`src/sv/hrfu_pkg.sv`:
```
// Shared types and constants of the H.264 RTP FU-A packetiser.
// No dependencies; every other file refers to it by scoped names.
package hrfu_pkg;

	localparam int LEN_W      = 20;
	localparam int PAY_W      = 13;
	localparam int TS_INC_W   = 17;
	localparam int SEQ_W      = 16;
	localparam int TS_W       = 32;
	localparam int CFG_IDX_W  = 4;
	localparam int CFG_DATA_W = 17;

	localparam logic [PAY_W-1:0]    PAYLOAD_MIN   = 13'd16;
	localparam logic [PAY_W-1:0]    PAYLOAD_MAX   = 13'd4096;
	localparam logic [PAY_W-1:0]    PAYLOAD_RESET = 13'd1400;
	localparam logic [TS_INC_W-1:0] TS_INC_RESET  = 17'd3600;

	localparam logic [CFG_IDX_W-1:0] REG_MAX_PAYLOAD  = 4'd0;
	localparam logic [CFG_IDX_W-1:0] REG_TS_INCREMENT = 4'd1;

	localparam logic [7:0] NRI_MASK  = 8'h60;
	localparam logic [7:0] TYPE_MASK = 8'h1f;
	localparam logic [7:0] FU_A_TYPE = 8'd28;
	localparam logic [7:0] FU_S_BIT  = 8'h80;
	localparam logic [7:0] FU_E_BIT  = 8'h40;
	localparam logic [7:0] NAL_SPS   = 8'd7;
	localparam logic [7:0] NAL_PPS   = 8'd8;

	localparam int RES_MAX = 3;

	typedef struct packed {
		logic [PAY_W-1:0]    payload;
		logic [TS_INC_W-1:0] ts_inc;
	} cfg_t;

	typedef struct packed {
		logic [7:0] data;
		logic       start;
		logic       stop;
	} res_t;

	typedef struct packed {
		res_t [RES_MAX-1:0] r;
		logic [1:0]         cnt;
		logic [SEQ_W-1:0]   seq;
		logic [TS_W-1:0]    ts;
	} bundle_t;

endpackage

```
`src/sv/hrfu_ifs.sv`:
```
// Handshake channels of the packetiser: NAL byte input, RTP byte output and
// register write. Depends on hrfu_pkg for the field widths.
interface hrfu_in_if;
	logic                           valid;
	logic                           ready;
	logic [7:0]                     data_byte;
	logic                           unit_first;
	logic [hrfu_pkg::LEN_W-1:0]     unit_length;
	modport source (output valid, data_byte, unit_first, unit_length, input ready);
	modport sink (input valid, data_byte, unit_first, unit_length, output ready);
endinterface

interface hrfu_out_if;
	logic                           valid;
	logic                           ready;
	logic [7:0]                     out_byte;
	logic                           packet_start;
	logic                           packet_end;
	logic [hrfu_pkg::SEQ_W-1:0]     seq_number;
	logic [hrfu_pkg::TS_W-1:0]      timestamp;
	logic                           last_of_run;
	modport source (output valid, out_byte, packet_start, packet_end, seq_number,
		timestamp, last_of_run, input ready);
	modport sink (input valid, out_byte, packet_start, packet_end, seq_number,
		timestamp, last_of_run, output ready);
endinterface

interface hrfu_cfg_if;
	logic                              valid;
	logic                              ready;
	logic [hrfu_pkg::CFG_IDX_W-1:0]    index;
	logic [hrfu_pkg::CFG_DATA_W-1:0]   data;
	modport source (output valid, index, data, input ready);
	modport sink (input valid, index, data, output ready);
endinterface

```
`src/sv/h264_rtp_fua_packetizer.sv`:
```
// Top level of the H.264 RTP packetiser (single NAL unit and FU-A modes).
// Depends on hrfu_pkg, hrfu_ifs, hrfu_cfg, hrfu_core and hrfu_expand.
//
//  channel  modport  moves                      word
//  nal      sink     NAL unit bytes in          data_byte, unit_first, unit_length
//  rtp      source   RTP payload bytes out      out_byte, marks, seq_number, timestamp
//  cfg      sink     register writes            index, data
//
// One NAL byte a cycle enters the input register while nal is ready; its
// bundle is combinational, the state is registered as the byte moves on, and the
// result register serialises it. A byte opening an FU-A chunk gives three words
// and holds nal until the last leaves; any other byte gives at most one word,
// one a cycle while rtp is ready. Reset clears the packetising state and loads
// the register defaults. A stall on rtp holds the result register; nal takes one more word meanwhile.
module h264_rtp_fua_packetizer (
	input  logic        clk,
	input  logic        arst_n,
	hrfu_in_if.sink     nal,
	hrfu_out_if.source  rtp,
	hrfu_cfg_if.sink    cfg
);
	hrfu_pkg::cfg_t    regs;
	hrfu_pkg::bundle_t bnd;
	logic              bnd_valid;
	logic              bnd_ready;

	hrfu_cfg u_cfg (
		.clk    (clk),
		.arst_n (arst_n),
		.cfg    (cfg),
		.regs   (regs)
	);

	hrfu_core u_core (
		.clk       (clk),
		.arst_n    (arst_n),
		.nal       (nal),
		.regs      (regs),
		.bnd_valid (bnd_valid),
		.bnd_ready (bnd_ready),
		.bnd       (bnd)
	);

	hrfu_expand u_expand (
		.clk       (clk),
		.arst_n    (arst_n),
		.bnd_valid (bnd_valid),
		.bnd_ready (bnd_ready),
		.bnd       (bnd),
		.rtp       (rtp)
	);

	// a packet always closes on a data byte, the last word of its run
	a_end_is_last: assert property (@(posedge clk) disable iff (!arst_n)
		rtp.valid && rtp.packet_end |-> rtp.last_of_run)
		else $error("packet end on a word that is not last of run");

	// a chunk opening carries indicator then header, neither closing the packet
	a_chunk_shape: assert property (@(posedge clk) disable iff (!arst_n)
		bnd_valid && bnd.cnt == 2'd3 |->
			bnd.r[0].start && !bnd.r[0].stop && !bnd.r[1].start && !bnd.r[1].stop)
		else $error("malformed FU-A chunk opening");

	// a bundle handed on holds one or three words
	a_bundle_count: assert property (@(posedge clk) disable iff (!arst_n)
		bnd_valid |-> bnd.cnt == 2'd1 || bnd.cnt == 2'd3)
		else $error("bundle with bad word count");

	// a start word opens a run
	a_start_first: assert property (@(posedge clk) disable iff (!arst_n)
		rtp.valid && rtp.ready && !rtp.last_of_run |=> !(rtp.valid && rtp.packet_start))
		else $error("packet start in the middle of a run");
endmodule

```
`src/sv/hrfu_cfg.sv`:
```
// Register file of the packetiser: payload size (clamped on write) and
// timestamp step. Depends on hrfu_pkg and hrfu_ifs.
module hrfu_cfg (
	input  logic              clk,
	input  logic              arst_n,
	hrfu_cfg_if.sink          cfg,
	output hrfu_pkg::cfg_t    regs
);
	logic [hrfu_pkg::PAY_W-1:0]    payload_q;
	logic [hrfu_pkg::TS_INC_W-1:0] ts_inc_q;
	logic [hrfu_pkg::PAY_W-1:0]    wr_payload;
	logic [hrfu_pkg::PAY_W-1:0]    clamped;

	assign cfg.ready  = 1'b1;
	assign wr_payload = cfg.data[hrfu_pkg::PAY_W-1:0];

	always_comb begin
		clamped = wr_payload;
		if (wr_payload < hrfu_pkg::PAYLOAD_MIN)
			clamped = hrfu_pkg::PAYLOAD_MIN;
		else if (wr_payload > hrfu_pkg::PAYLOAD_MAX)
			clamped = hrfu_pkg::PAYLOAD_MAX;
	end

	always_ff @(posedge clk or negedge arst_n) begin
		if (!arst_n) begin
			payload_q <= hrfu_pkg::PAYLOAD_RESET;
			ts_inc_q  <= hrfu_pkg::TS_INC_RESET;
		end else if (cfg.valid && cfg.ready) begin
			case (cfg.index)
				hrfu_pkg::REG_MAX_PAYLOAD:  payload_q <= clamped;
				hrfu_pkg::REG_TS_INCREMENT: ts_inc_q  <= cfg.data[hrfu_pkg::TS_INC_W-1:0];
				default: ;
			endcase
		end
	end

	assign regs.payload = payload_q;
	assign regs.ts_inc  = ts_inc_q;
endmodule

```
`src/sv/hrfu_core.sv`:
```
// Input register and packetising state: turns one NAL byte into a bundle of
// up to three payload words. Depends on hrfu_pkg and hrfu_ifs.
module hrfu_core (
	input  logic               clk,
	input  logic               arst_n,
	hrfu_in_if.sink            nal,
	input  hrfu_pkg::cfg_t     regs,
	output logic               bnd_valid,
	input  logic               bnd_ready,
	output hrfu_pkg::bundle_t  bnd
);
	// input stage
	logic                        v_s1;
	logic [7:0]                  byte_s1;
	logic                        first_s1;
	logic [hrfu_pkg::LEN_W-1:0]  len_s1;

	// packetising state
	logic [7:0]                  nal_header_q;
	logic [hrfu_pkg::LEN_W-1:0]  bytes_left_q;
	logic [hrfu_pkg::PAY_W-1:0]  chunk_fill_q;
	logic                        frag_q;
	logic                        first_chunk_q;
	logic [hrfu_pkg::SEQ_W-1:0]  seq_q;
	logic [hrfu_pkg::TS_W-1:0]   ts_q;

	logic [7:0]                  nal_header_n;
	logic [hrfu_pkg::LEN_W-1:0]  bytes_left_n;
	logic [hrfu_pkg::PAY_W-1:0]  chunk_fill_n;
	logic                        frag_n;
	logic                        first_chunk_n;
	logic [hrfu_pkg::SEQ_W-1:0]  seq_n;
	logic [hrfu_pkg::TS_W-1:0]   ts_n;

	logic [hrfu_pkg::LEN_W-1:0]  len1;
	logic [hrfu_pkg::LEN_W-1:0]  left_dec;
	logic [hrfu_pkg::LEN_W-1:0]  pay_ext;
	logic [hrfu_pkg::PAY_W-1:0]  fill_inc;
	logic [hrfu_pkg::SEQ_W-1:0]  seq_base;
	logic [7:0]                  hdr_cur;
	logic [7:0]                  fu_hdr;
	logic                        finish;
	logic                        pkt_done;
	logic                        stop;
	logic                        adv;
	hrfu_pkg::bundle_t           b;

	assign pay_ext  = hrfu_pkg::LEN_W'(regs.payload);
	assign len1     = (len_s1 == '0) ? hrfu_pkg::LEN_W'(1) : len_s1;
	assign left_dec = bytes_left_q - hrfu_pkg::LEN_W'(1);
	assign fill_inc = chunk_fill_q + hrfu_pkg::PAY_W'(1);
	assign hdr_cur  = first_s1 ? byte_s1 : nal_header_q;

	always_comb begin
		nal_header_n  = nal_header_q;
		bytes_left_n  = bytes_left_q;
		chunk_fill_n  = chunk_fill_q;
		frag_n        = frag_q;
		first_chunk_n = first_chunk_q;
		seq_base      = seq_q;
		finish        = 1'b0;
		pkt_done      = 1'b0;
		stop          = 1'b0;
		fu_hdr        = nal_header_q & hrfu_pkg::TYPE_MASK;
		b             = '0;
		b.ts          = ts_q;
		if (first_s1) begin
			// abandon a running unit; an open packet still uses up its number
			if (bytes_left_q != '0 && (!frag_q || chunk_fill_q != '0))
				seq_base = seq_q + hrfu_pkg::SEQ_W'(1);
			nal_header_n  = byte_s1;
			bytes_left_n  = len1 - hrfu_pkg::LEN_W'(1);
			chunk_fill_n  = '0;
			first_chunk_n = 1'b1;
			if (len1 <= pay_ext) begin
				frag_n   = 1'b0;
				stop     = (len1 == hrfu_pkg::LEN_W'(1));
				b.cnt    = 2'd1;
				b.r[0]   = '{data: byte_s1, start: 1'b1, stop: stop};
				pkt_done = stop;
				finish   = stop;
			end else begin
				frag_n = 1'b1;
			end
		end else if (bytes_left_q != '0) begin
			bytes_left_n = left_dec;
			if (!frag_q) begin
				stop     = (bytes_left_q == hrfu_pkg::LEN_W'(1));
				b.cnt    = 2'd1;
				b.r[0]   = '{data: byte_s1, start: 1'b0, stop: stop};
				pkt_done = stop;
				finish   = stop;
			end else begin
				stop = (fill_inc >= regs.payload) || (bytes_left_q == hrfu_pkg::LEN_W'(1));
				if (first_chunk_q)
					fu_hdr = fu_hdr | hrfu_pkg::FU_S_BIT;
				else if (bytes_left_q <= pay_ext)
					fu_hdr = fu_hdr | hrfu_pkg::FU_E_BIT;
				if (chunk_fill_q == '0) begin
					b.cnt  = 2'd3;
					b.r[0] = '{data: (nal_header_q & hrfu_pkg::NRI_MASK) | hrfu_pkg::FU_A_TYPE,
						start: 1'b1, stop: 1'b0};
					b.r[1] = '{data: fu_hdr, start: 1'b0, stop: 1'b0};
					b.r[2] = '{data: byte_s1, start: 1'b0, stop: stop};
				end else begin
					b.cnt  = 2'd1;
					b.r[0] = '{data: byte_s1, start: 1'b0, stop: stop};
				end
				chunk_fill_n = fill_inc;
				if (stop) begin
					pkt_done      = 1'b1;
					chunk_fill_n  = '0;
					first_chunk_n = 1'b0;
					finish        = (left_dec == '0);
				end
			end
		end
		b.seq = seq_base;
		seq_n = pkt_done ? seq_base + hrfu_pkg::SEQ_W'(1) : seq_base;
		ts_n  = ts_q;
		if (finish) begin
			frag_n        = 1'b0;
			first_chunk_n = 1'b1;
			chunk_fill_n  = '0;
			// parameter sets leave the timestamp where it is
			if ((hdr_cur & hrfu_pkg::TYPE_MASK) != hrfu_pkg::NAL_SPS &&
				(hdr_cur & hrfu_pkg::TYPE_MASK) != hrfu_pkg::NAL_PPS)
				ts_n = ts_q + hrfu_pkg::TS_W'(regs.ts_inc);
		end
	end

	// a word with no result needs no room downstream
	assign adv       = v_s1 && (b.cnt == 2'd0 || bnd_ready);
	assign nal.ready = !v_s1 || adv;
	assign bnd_valid = v_s1 && b.cnt != 2'd0;
	assign bnd       = b;

	always_ff @(posedge clk or negedge arst_n) begin
		if (!arst_n) begin
			v_s1 <= 1'b0;
		end else if (nal.ready) begin
			v_s1 <= nal.valid;
		end
	end

	always_ff @(posedge clk) begin
		if (nal.valid && nal.ready) begin
			byte_s1  <= nal.data_byte;
			first_s1 <= nal.unit_first;
			len_s1   <= nal.unit_length;
		end
	end

	always_ff @(posedge clk or negedge arst_n) begin
		if (!arst_n) begin
			nal_header_q  <= '0;
			bytes_left_q  <= '0;
			chunk_fill_q  <= '0;
			frag_q        <= 1'b0;
			first_chunk_q <= 1'b1;
			seq_q         <= '0;
			ts_q          <= '0;
		end else if (adv) begin
			nal_header_q  <= nal_header_n;
			bytes_left_q  <= bytes_left_n;
			chunk_fill_q  <= chunk_fill_n;
			frag_q        <= frag_n;
			first_chunk_q <= first_chunk_q == first_chunk_n ? first_chunk_q : first_chunk_n;
			seq_q         <= seq_n;
			ts_q          <= ts_n;
		end
	end
endmodule

```
`src/sv/hrfu_expand.sv`:
```
// Result register and serialiser: hands out a bundle's words, one a cycle while
// rtp is ready; loads the next as the last leaves. Uses hrfu_pkg and hrfu_ifs.
module hrfu_expand (
	input  logic               clk,
	input  logic               arst_n,
	input  logic               bnd_valid,
	output logic               bnd_ready,
	input  hrfu_pkg::bundle_t  bnd,
	hrfu_out_if.source         rtp
);
	logic              v_s2;
	hrfu_pkg::bundle_t bnd_s2;
	logic [1:0]        idx_q;
	logic              last;
	logic              take;

	assign last      = (idx_q == bnd_s2.cnt - 2'd1);
	assign take      = rtp.valid && rtp.ready;
	assign bnd_ready = !v_s2 || (take && last);

	assign rtp.valid        = v_s2;
	assign rtp.out_byte     = bnd_s2.r[idx_q].data;
	assign rtp.packet_start = bnd_s2.r[idx_q].start;
	assign rtp.packet_end   = bnd_s2.r[idx_q].stop;
	assign rtp.seq_number   = bnd_s2.seq;
	assign rtp.timestamp    = bnd_s2.ts;
	assign rtp.last_of_run  = last;

	always_ff @(posedge clk or negedge arst_n) begin
		if (!arst_n) begin
			v_s2  <= 1'b0;
			idx_q <= '0;
		end else if (bnd_valid && bnd_ready) begin
			v_s2  <= 1'b1;
			idx_q <= '0;
		end else if (take) begin
			// drop the bundle after its last word, else advance
			if (last)
				v_s2 <= 1'b0;
			else
				idx_q <= idx_q + 2'd1;
		end
	end

	always_ff @(posedge clk) begin
		if (bnd_valid && bnd_ready)
			bnd_s2 <= bnd;
	end
endmodule

```
`src/flat_wrapper.sv`:
```
// flat-port wrapper written by rule: the top's interface ports become plain ports
module h264_rtp_fua_packetizer_flat 
  (clk, arst_n, nal_valid, nal_data_byte, nal_unit_first, nal_unit_length, nal_ready, rtp_valid, rtp_out_byte, rtp_packet_start, rtp_packet_end, rtp_seq_number, rtp_timestamp, rtp_last_of_run, rtp_ready, cfg_valid, cfg_index, cfg_data, cfg_ready);
  hrfu_in_if nal_i ();
  hrfu_out_if rtp_i ();
  hrfu_cfg_if cfg_i ();
  input  logic clk;
  input  logic arst_n;
  input wire logic [$bits(nal_i.valid)-1:0] nal_valid;
  input wire logic [$bits(nal_i.data_byte)-1:0] nal_data_byte;
  input wire logic [$bits(nal_i.unit_first)-1:0] nal_unit_first;
  input wire logic [$bits(nal_i.unit_length)-1:0] nal_unit_length;
  output wire logic [$bits(nal_i.ready)-1:0] nal_ready;
  output wire logic [$bits(rtp_i.valid)-1:0] rtp_valid;
  output wire logic [$bits(rtp_i.out_byte)-1:0] rtp_out_byte;
  output wire logic [$bits(rtp_i.packet_start)-1:0] rtp_packet_start;
  output wire logic [$bits(rtp_i.packet_end)-1:0] rtp_packet_end;
  output wire logic [$bits(rtp_i.seq_number)-1:0] rtp_seq_number;
  output wire logic [$bits(rtp_i.timestamp)-1:0] rtp_timestamp;
  output wire logic [$bits(rtp_i.last_of_run)-1:0] rtp_last_of_run;
  input wire logic [$bits(rtp_i.ready)-1:0] rtp_ready;
  input wire logic [$bits(cfg_i.valid)-1:0] cfg_valid;
  input wire logic [$bits(cfg_i.index)-1:0] cfg_index;
  input wire logic [$bits(cfg_i.data)-1:0] cfg_data;
  output wire logic [$bits(cfg_i.ready)-1:0] cfg_ready;
  assign nal_i.valid = nal_valid;
  assign nal_i.data_byte = nal_data_byte;
  assign nal_i.unit_first = nal_unit_first;
  assign nal_i.unit_length = nal_unit_length;
  assign nal_ready = nal_i.ready;
  assign rtp_valid = rtp_i.valid;
  assign rtp_out_byte = rtp_i.out_byte;
  assign rtp_packet_start = rtp_i.packet_start;
  assign rtp_packet_end = rtp_i.packet_end;
  assign rtp_seq_number = rtp_i.seq_number;
  assign rtp_timestamp = rtp_i.timestamp;
  assign rtp_last_of_run = rtp_i.last_of_run;
  assign rtp_i.ready = rtp_ready;
  assign cfg_i.valid = cfg_valid;
  assign cfg_i.index = cfg_index;
  assign cfg_i.data = cfg_data;
  assign cfg_ready = cfg_i.ready;
  h264_rtp_fua_packetizer u_core (.clk(clk), .arst_n(arst_n), .nal(nal_i), .rtp(rtp_i), .cfg(cfg_i));
endmodule
```
`config.mk`:
```
export PLATFORM = sky130hd
export DESIGN_NAME = h264_rtp_fua_packetizer_flat
export DESIGN_NICKNAME = d
export VERILOG_FILES = /design/src/sv/hrfu_pkg.sv /design/src/sv/hrfu_ifs.sv /design/src/sv/h264_rtp_fua_packetizer.sv /design/src/sv/hrfu_cfg.sv /design/src/sv/hrfu_core.sv /design/src/sv/hrfu_expand.sv /design/src/flat_wrapper.sv
export SDC_FILE = /design/constraint.sdc
export NUM_CORES = 1
export LEC_CHECK = 0
export BUFFER_PORTS_ARGS = -buffer_cell sky130_fd_sc_hd__buf_2
export CORE_MARGIN = 2
export CORE_UTILIZATION = 35
export DETAILED_ROUTE_END_ITERATION = 7
export GPL_TIMING_DRIVEN = 0
export SLEW_MARGIN = 10
export SYNTH_ARGS = -nofsm -noshare
export SYNTH_HDL_FRONTEND = slang
export SYNTH_SLANG_ARGS = --single-unit
```
`constraint.sdc`:
```
create_clock -name clk -period 16.26 [get_ports clk]
set_clock_uncertainty 0.05 [all_clocks]
set_input_delay 1.626 -clock clk [delete_from_list [all_inputs] [get_ports clk]]
set_output_delay 1.626 -clock clk [all_outputs]
set_load 0.02 [all_outputs]
```
==> impl_metrics.ini, run 1 <==
[outcome]
status = finished clean

[yosys]
syn_area_um2 = 13140
synth_edf_count = 105
synth_fp_nets = 1385
syn_inst = 1264
postSynth.asyncResetShare_pct = 54.15
synth_ff_type = dfrtp_1
yosysSeqAreaShare_pct = 47.72
ys_seq_elements = 229
ys_warn_count = 0
synth_top_area_cell = edfxtp_1
yosysTopAreaCellShare_pct = 24.00
synth_area_per_cell_um2 = 10.39
yosys.cell_types.count = 83
ys_top_cells_by_area = edfxtp_1, dfrtp_1, ha_1

[clock_tree]
cts_tree = yes
cts_buffer_depth = 3
cts.sinks = 229
clk_latency_ns = 0.56
cts_hold_buf = 0
clk_pin_slew_ns = 0.05
cts_resized = 0
clockRootBuffer = clkbuf_16
cts_buffers = 28
postCtsSetupRepairBufs = 0
cts.htree.levels = 1

[drt]
via_per_inst = 5.267
vias = 10020
drt_iter0_drc = 699
drt_pass1_iterations = 5
drt-total-wl_um = 33670
drtAntennaViolNets = 0
post_drt_wl_per_cell_um = 17.69
drc_errors = 0

[timing]
period_needed_ns = 6.844
finalSetupTns_ns = 0
grt_setup_unrepaired = false
period_share_pct = 42.09
finalSetupViolations = 0
max_freq_mhz = 146.1
finalHoldViolations = 0
maxSlewHeadroom_pct = 18.89
drv_slew = 0
tightestPinTransition_ns = 1.206

[pwr]
leakage_nw = 6.318
design_power_total_mw = 2.390
power_density_nw_per_um2 = 156.0
ir_drop_mv = 0.08495

[worst_setup_path]
end_kind = output pin
required_ns = 14.58
cpMostUsedCell = nand3_1
crit_path_max_incr_delay_ns = 0.70
critPathBufInv = 1
cp_slowest_cell = nor4_2
cp_cell_sequence = or4_1, nor4_2, and3_1, a21oi_1, ha_1, nand3_1, or4_1, o221a_2, o21ai_1, nand3_1, nand2_1, nand3_1, buf_2
crit_fanout = 7
cp.arrival_ns = 5.17
crit_family = simple AND/OR/NAND/NOR gates
critPathLaunchType = flop
path_class = reg -> out

[global_route]
antenna_found_initial = 0
grt_pass1_wl_um = 53290
grt_max_degree = 76
grtUsageTotal_pct = 17.28
overflow = 0
grt_pass1_vias = 9607

[min_path]
hp-class = reg -> reg

[run]
drv_cap = 0

[cells_and_area]
register_area_um2 = 6270
fillCellCount = 3537
n_antenna_cell = 0
final_layout_size_suffix_gt1_share_pct = 20.63
fin_area_um2 = 15320
multiInputGateArea_um2 = 6076
final_common_cell = nand2_1
nNetsFinal = 1534
final_cell_mix = nand2_1, buf_2, dfrtp_1
area_delta_synth_final_pct = 16.63

[floorplanning]
design.die.area_um2 = 39100
start_util_pct = 35.71
fp-row-count = 70
core_area_um2 = 36790
ios = 117
dieWidth_um = 197.7
die_h_um = 197.7

[placed_design]
gp_congestion = 0.8798
dpl.hpwl_um = 25090
place_area_um2 = 14400
io_buffers = 115
## stage by stage
stage	util (%)	hold slack, ns	instances	worst slack [ns]
CTS	41.65	0.4202	1903	9.474
global placement	38.87	0.4065	1847	6.766
floorplan	-	0.3872	1264	9.297
global route	41.65	0.4229	1903	9.226
detailed placement	39.15	0.4126	1851	10.09
finish	41.65	0.4146	1903	9.416
## final timing paths
path                                                    startpoint                                           to  slack, ns  cells after the start
min in group asynchronous                                   arst_n        u_core.u_cfg.ts_inc_q[12]$_DFFE_PN0P_       0.98                      1
worst max-delay path            u_core.u_core.len_s1[13]$_DFFE_PP_                                    nal_ready       9.42                     13
worst max register to register  u_core.u_core.len_s1[13]$_DFFE_PP_  u_core.u_expand.rtp.timestamp[13]$_DFFE_PP_      10.61                     14
worst min-delay path            u_core.u_core.ts_q[31]$_DFFE_PN0P_           u_core.u_core.ts_q[31]$_DFFE_PN0P_       0.41                      1
worst min register to register  u_core.u_core.ts_q[31]$_DFFE_PN0P_           u_core.u_core.ts_q[31]$_DFFE_PN0P_       0.41                      1
max in group asynchronous                                   arst_n          u_core.u_core.seq_q[14]$_DFFE_PN0P_      14.39                      2
## cells by family (layout without fill, tap and decap cells)
| family | count (synthesis) | in the layout | synth area share [%] |
|---|---|---|---|
| and+or+nand+nor | 439 | 439 | 18.13 |
| AOI/OAI and AO/OA | 256 | 256 | 13.10 |
| DFF | 229 | 229 | 47.72 |
| buffers and inverters | 153 | 324 | 6.095 |
| xor gates and xnor gates | 82 | 82 | 5.467 |
| adders and majority gates | 66 | 66 | 6.343 |
| muxes | 38 | 38 | 3.114 |
| other | 1 | 1 | 0.02854 |
## flip-flops by register name, summed over array words and instances (netlist names), 7 cells and up
signal / cells
u_core.u_cfg.payload_q: 13
u_core.u_cfg.ts_inc_q: 17
u_core.u_core.byte_s1: 8
u_core.u_core.bytes_left_q: 20
u_core.u_core.chunk_fill_q: 13
u_core.u_core.len_s1: 20
u_core.u_core.nal_header_q: 7
u_core.u_core.seq_q: 16
u_core.u_core.ts_q: 32
u_core.u_expand.bnd_s2: 28
u_core.u_expand.rtp.seq_number: 16
u_core.u_expand.rtp.timestamp: 32
## cell type report
class	instances	share of cell area [%]
buffer	111	4.197
clock buffer	39	5.300
clock inverter	13	0.7104
inverter	42	1.029
multi-input combinational	882	39.65
sequential	229	40.92
tap	468	3.822
timing repair buffer	119	4.369
## report_power, final
group	switching [mW]	total [mW]	internal (mW)
Combinational	0.561	0.908	0.348
Sequential	0.110	0.873	0.763
Clock	0.245	0.609	0.364
Total	0.916	2.39	1.47
## layer usage
metal / vias to the layer above / part of all wire, % / global-route usage, %
li1: 4878 / - / -
met5: - / 0 / 0
met2: 246 / 45 / 27.66
met4: 0 / 1.7 / 4.038
met1: 4857 / 48 / 24.89
met3: 43 / 5.3 / 2.214
## Yosys cell counts, types with 6 or more instances
master	number
nor3_2	7
nor4_1	17
edfxtp_1	105
o21a_1	12
clkbuf_1	45
mux2_2	20
ha_1	65
and3_1	30
o211ai_1	11
buf_4	49
xnor2_1	39
nand2_1	126
nand3_1	36
o31ai_1	6
a21o_1	6
dfrtp_1	113
and2_1	11
nor2b_1	9
xor2_1	43
dfstp_2	11
nand4_1	23
a21oi_1	46
nor2_1	73
or4_1	11
a31oi_1	8
or3_1	11
a211oi_1	8
inv_1	42
nor3_1	19
buf_2	10
o2111ai_1	7
nor3b_1	8
mux2i_1	15
nand2b_1	22
o21ai_0	80
a22o_1	15
(Power assumes the default switching activity.)
==> inputs of run 2 (changes only) <==
Clock period 16.26 ns to 6.56 ns, I/O delays scaled along.
==> run 2 against run 1 <==
Effect of this change:
- critical endpoint is now u_core.u_expand.rtp.timestamp[13]$_DFFE_PP_
- largest power group unchanged
- clock-buffer cell count is 9 lower
- utilization hardly changed
- power is 150% higher
==> impl_metrics.ini, run 2 (synthesized netlist as in run 1, its figures left out) <==
[outcome]
status = finished clean

[pwr]
power_density_nw_per_um2 = 388.3
swShare_pct = 38.23
design_power_total_mw = 5.945
combPwrFrac_pct = 37.8
p_sw_mw = 2.273
power.internal_mw = 3.673
pwr-share-seq_pct = 36.4
clkPwrFrac_pct = 25.8
leakage_nw = 6.294
ir_drop_mv = 0.1488

[timing]
finalHoldViolations = 0
maxSlewHeadroom_pct = 19.70
period_needed_ns = 5.933
worst_slack_ns = 0.6272
max_freq_mhz = 168.6
drv_slew = 0
finalSetupViolations = 0
tightestPinTransition_ns = 1.194
period_share_pct = 90.44
grt_setup_unrepaired = false

[clock_tree]
cts_resized = 0
postCtsSetupRepairBufs = 0
cts.htree.levels = 1
cts.sinks = 229
cts_hold_buf = 0
clockRootBuffer = clkbuf_16
clk_pin_slew_ns = 0.06
cts_buffers = 27
clk_latency_ns = 0.55
cts_buffer_depth = 3
cts_tree = yes

[drt]
post_drt_wl_per_cell_um = 17.57
drtAntennaViolNets = 0
drt_pass1_iterations = 5
drt-total-wl_um = 33400
drc_errors = 0
vias = 10020
via_per_inst = 5.270
drt_iter0_drc = 729

[global_route]
grt_pass1_vias = 9636
grtUsageTotal_pct = 17.12
grt_pass1_wl_um = 52720
grt_max_degree = 78
overflow = 0
antenna_found_initial = 0

[floorplanning]
core_area_um2 = 36790
dieWidth_um = 197.7
design.die.area_um2 = 39100
start_util_pct = 35.71
fp-row-count = 70
ios = 117
die_h_um = 197.7

[placed_design]
dpl.hpwl_um = 24990
pre_cts_slack_ns = 0.7625
dpl.cell_count = 1851
io_buffers = 115
place_area_um2 = 14400
gp_congestion = 0.8797

[cells_and_area]
final_common_cell = nand2_1
fin_cells = 1901
final_cell_mix = nand2_1, buf_2, dfrtp_1
fin_area_um2 = 15310
nNetsFinal = 1533
fillCellCount = 3570
register_area_um2 = 6270
n_antenna_cell = 0
final_layout_size_suffix_gt1_share_pct = 20.38
multiInputGateArea_um2 = 6076
area_delta_synth_final_pct = 16.54

[worst_setup_path]
cp.arrival_ns = 6.13
end_kind = flop
path_class = reg -> reg
r2r_cells = 15
crit_fanout = 29
required_ns = 6.75
critPathLaunchType = flop

[min_path]
hp-class = in -> async

[run]
drv_cap = 0
[run 2: changes by cell type in the layout (fill, tap and decap cells not counted), sizes merged]
cell / change
clkbuf: -9
bufinv: +3
clkinvlp: +3
clkinv: +1
[run 2: final timing paths]
| path | from | end | slack, ns |
|---|---|---|---|
| setup / recovery | u_core.u_core.len_s1[13]$_DFFE_PP_ | u_core.u_expand.rtp.timestamp[13]$_DFFE_PP_ | 0.63 |
| hold / removal | arst_n | u_core.u_cfg.ts_inc_q[12]$_DFFE_PN0P_ | 0.0005 |
| setup reg to reg | u_core.u_core.len_s1[13]$_DFFE_PP_ | u_core.u_expand.rtp.timestamp[13]$_DFFE_PP_ | 0.63 |
| hold reg to reg | u_core.u_core.ts_q[31]$_DFFE_PN0P_ | u_core.u_core.ts_q[31]$_DFFE_PN0P_ | 0.41 |
| max in group asynchronous | arst_n | u_core.u_core.bytes_left_q[8]$_DFFE_PN0P_ | 5.66 |
| min in group clk | nal_unit_length[0] | u_core.u_core.len_s1[0]$_DFFE_PP_ | 0.23 |
[run 2: final cells by class]
class	instances	share of cell area, %
tap	468	3.824
sequential	229	40.95
multi-input combinational	882	39.68
timing repair buffer	119	4.372
buffer	111	4.200
clock buffer	30	4.552
inverter	42	1.030
clock inverter	20	1.389
[run 2: metrics by stage]
step | hold WS [ns] | util [%] | setup TNS [ns]
floorplan | 0.3104 | - | 0
global placement | 0.4042 | 38.88 | -84.41
detailed placement | 0.4139 | 39.15 | 0
CTS | 0.0006981 | 41.62 | 0
global route | 0.02999 | 41.62 | 0
finish | 0.0005035 | 41.62 | 0
[run 2: metal layers]
metal	routed length (um)	vias to the layer above	global-route usage, %	share of wire, %
li1	-	4882	-	-
met1	15900	4843	24.31	48
met2	14930	251	27.09	45
met3	1918	42	2.691	5.7
met4	652	0	4.790	2.0
met5	0	-	0	0
[run 2: power groups by stage]
stage / combinational [mW] / clock, mW / sequential, mW
after global placement: 2.16 / 0 / 2.19
after detailed placement: 2.23 / 0 / 2.19
after global routing: 2.50 / 1.63 / 2.21
final: 2.25 / 1.54 / 2.16
after CTS: 2.24 / 1.57 / 2.16
after floorplan: 1.63 / 0 / 2.10
[run 2: critical path, cell delays in order, from the launching register on]
cell and delay [ns]:
edfxtp_1 0.46, or4_1 0.63, nor4_2 0.69, and3_1 0.34, a21oi_1 0.19, ha_1 0.32, nand3_1 0.07, or4_1 0.40
o221a_2 0.14, o21ai_1 0.43, nand3_1 0.25, nand2_1 0.33, nand2_1 0.16, nor2_4 0.61, buf_12 0.28, buf_12 0.22
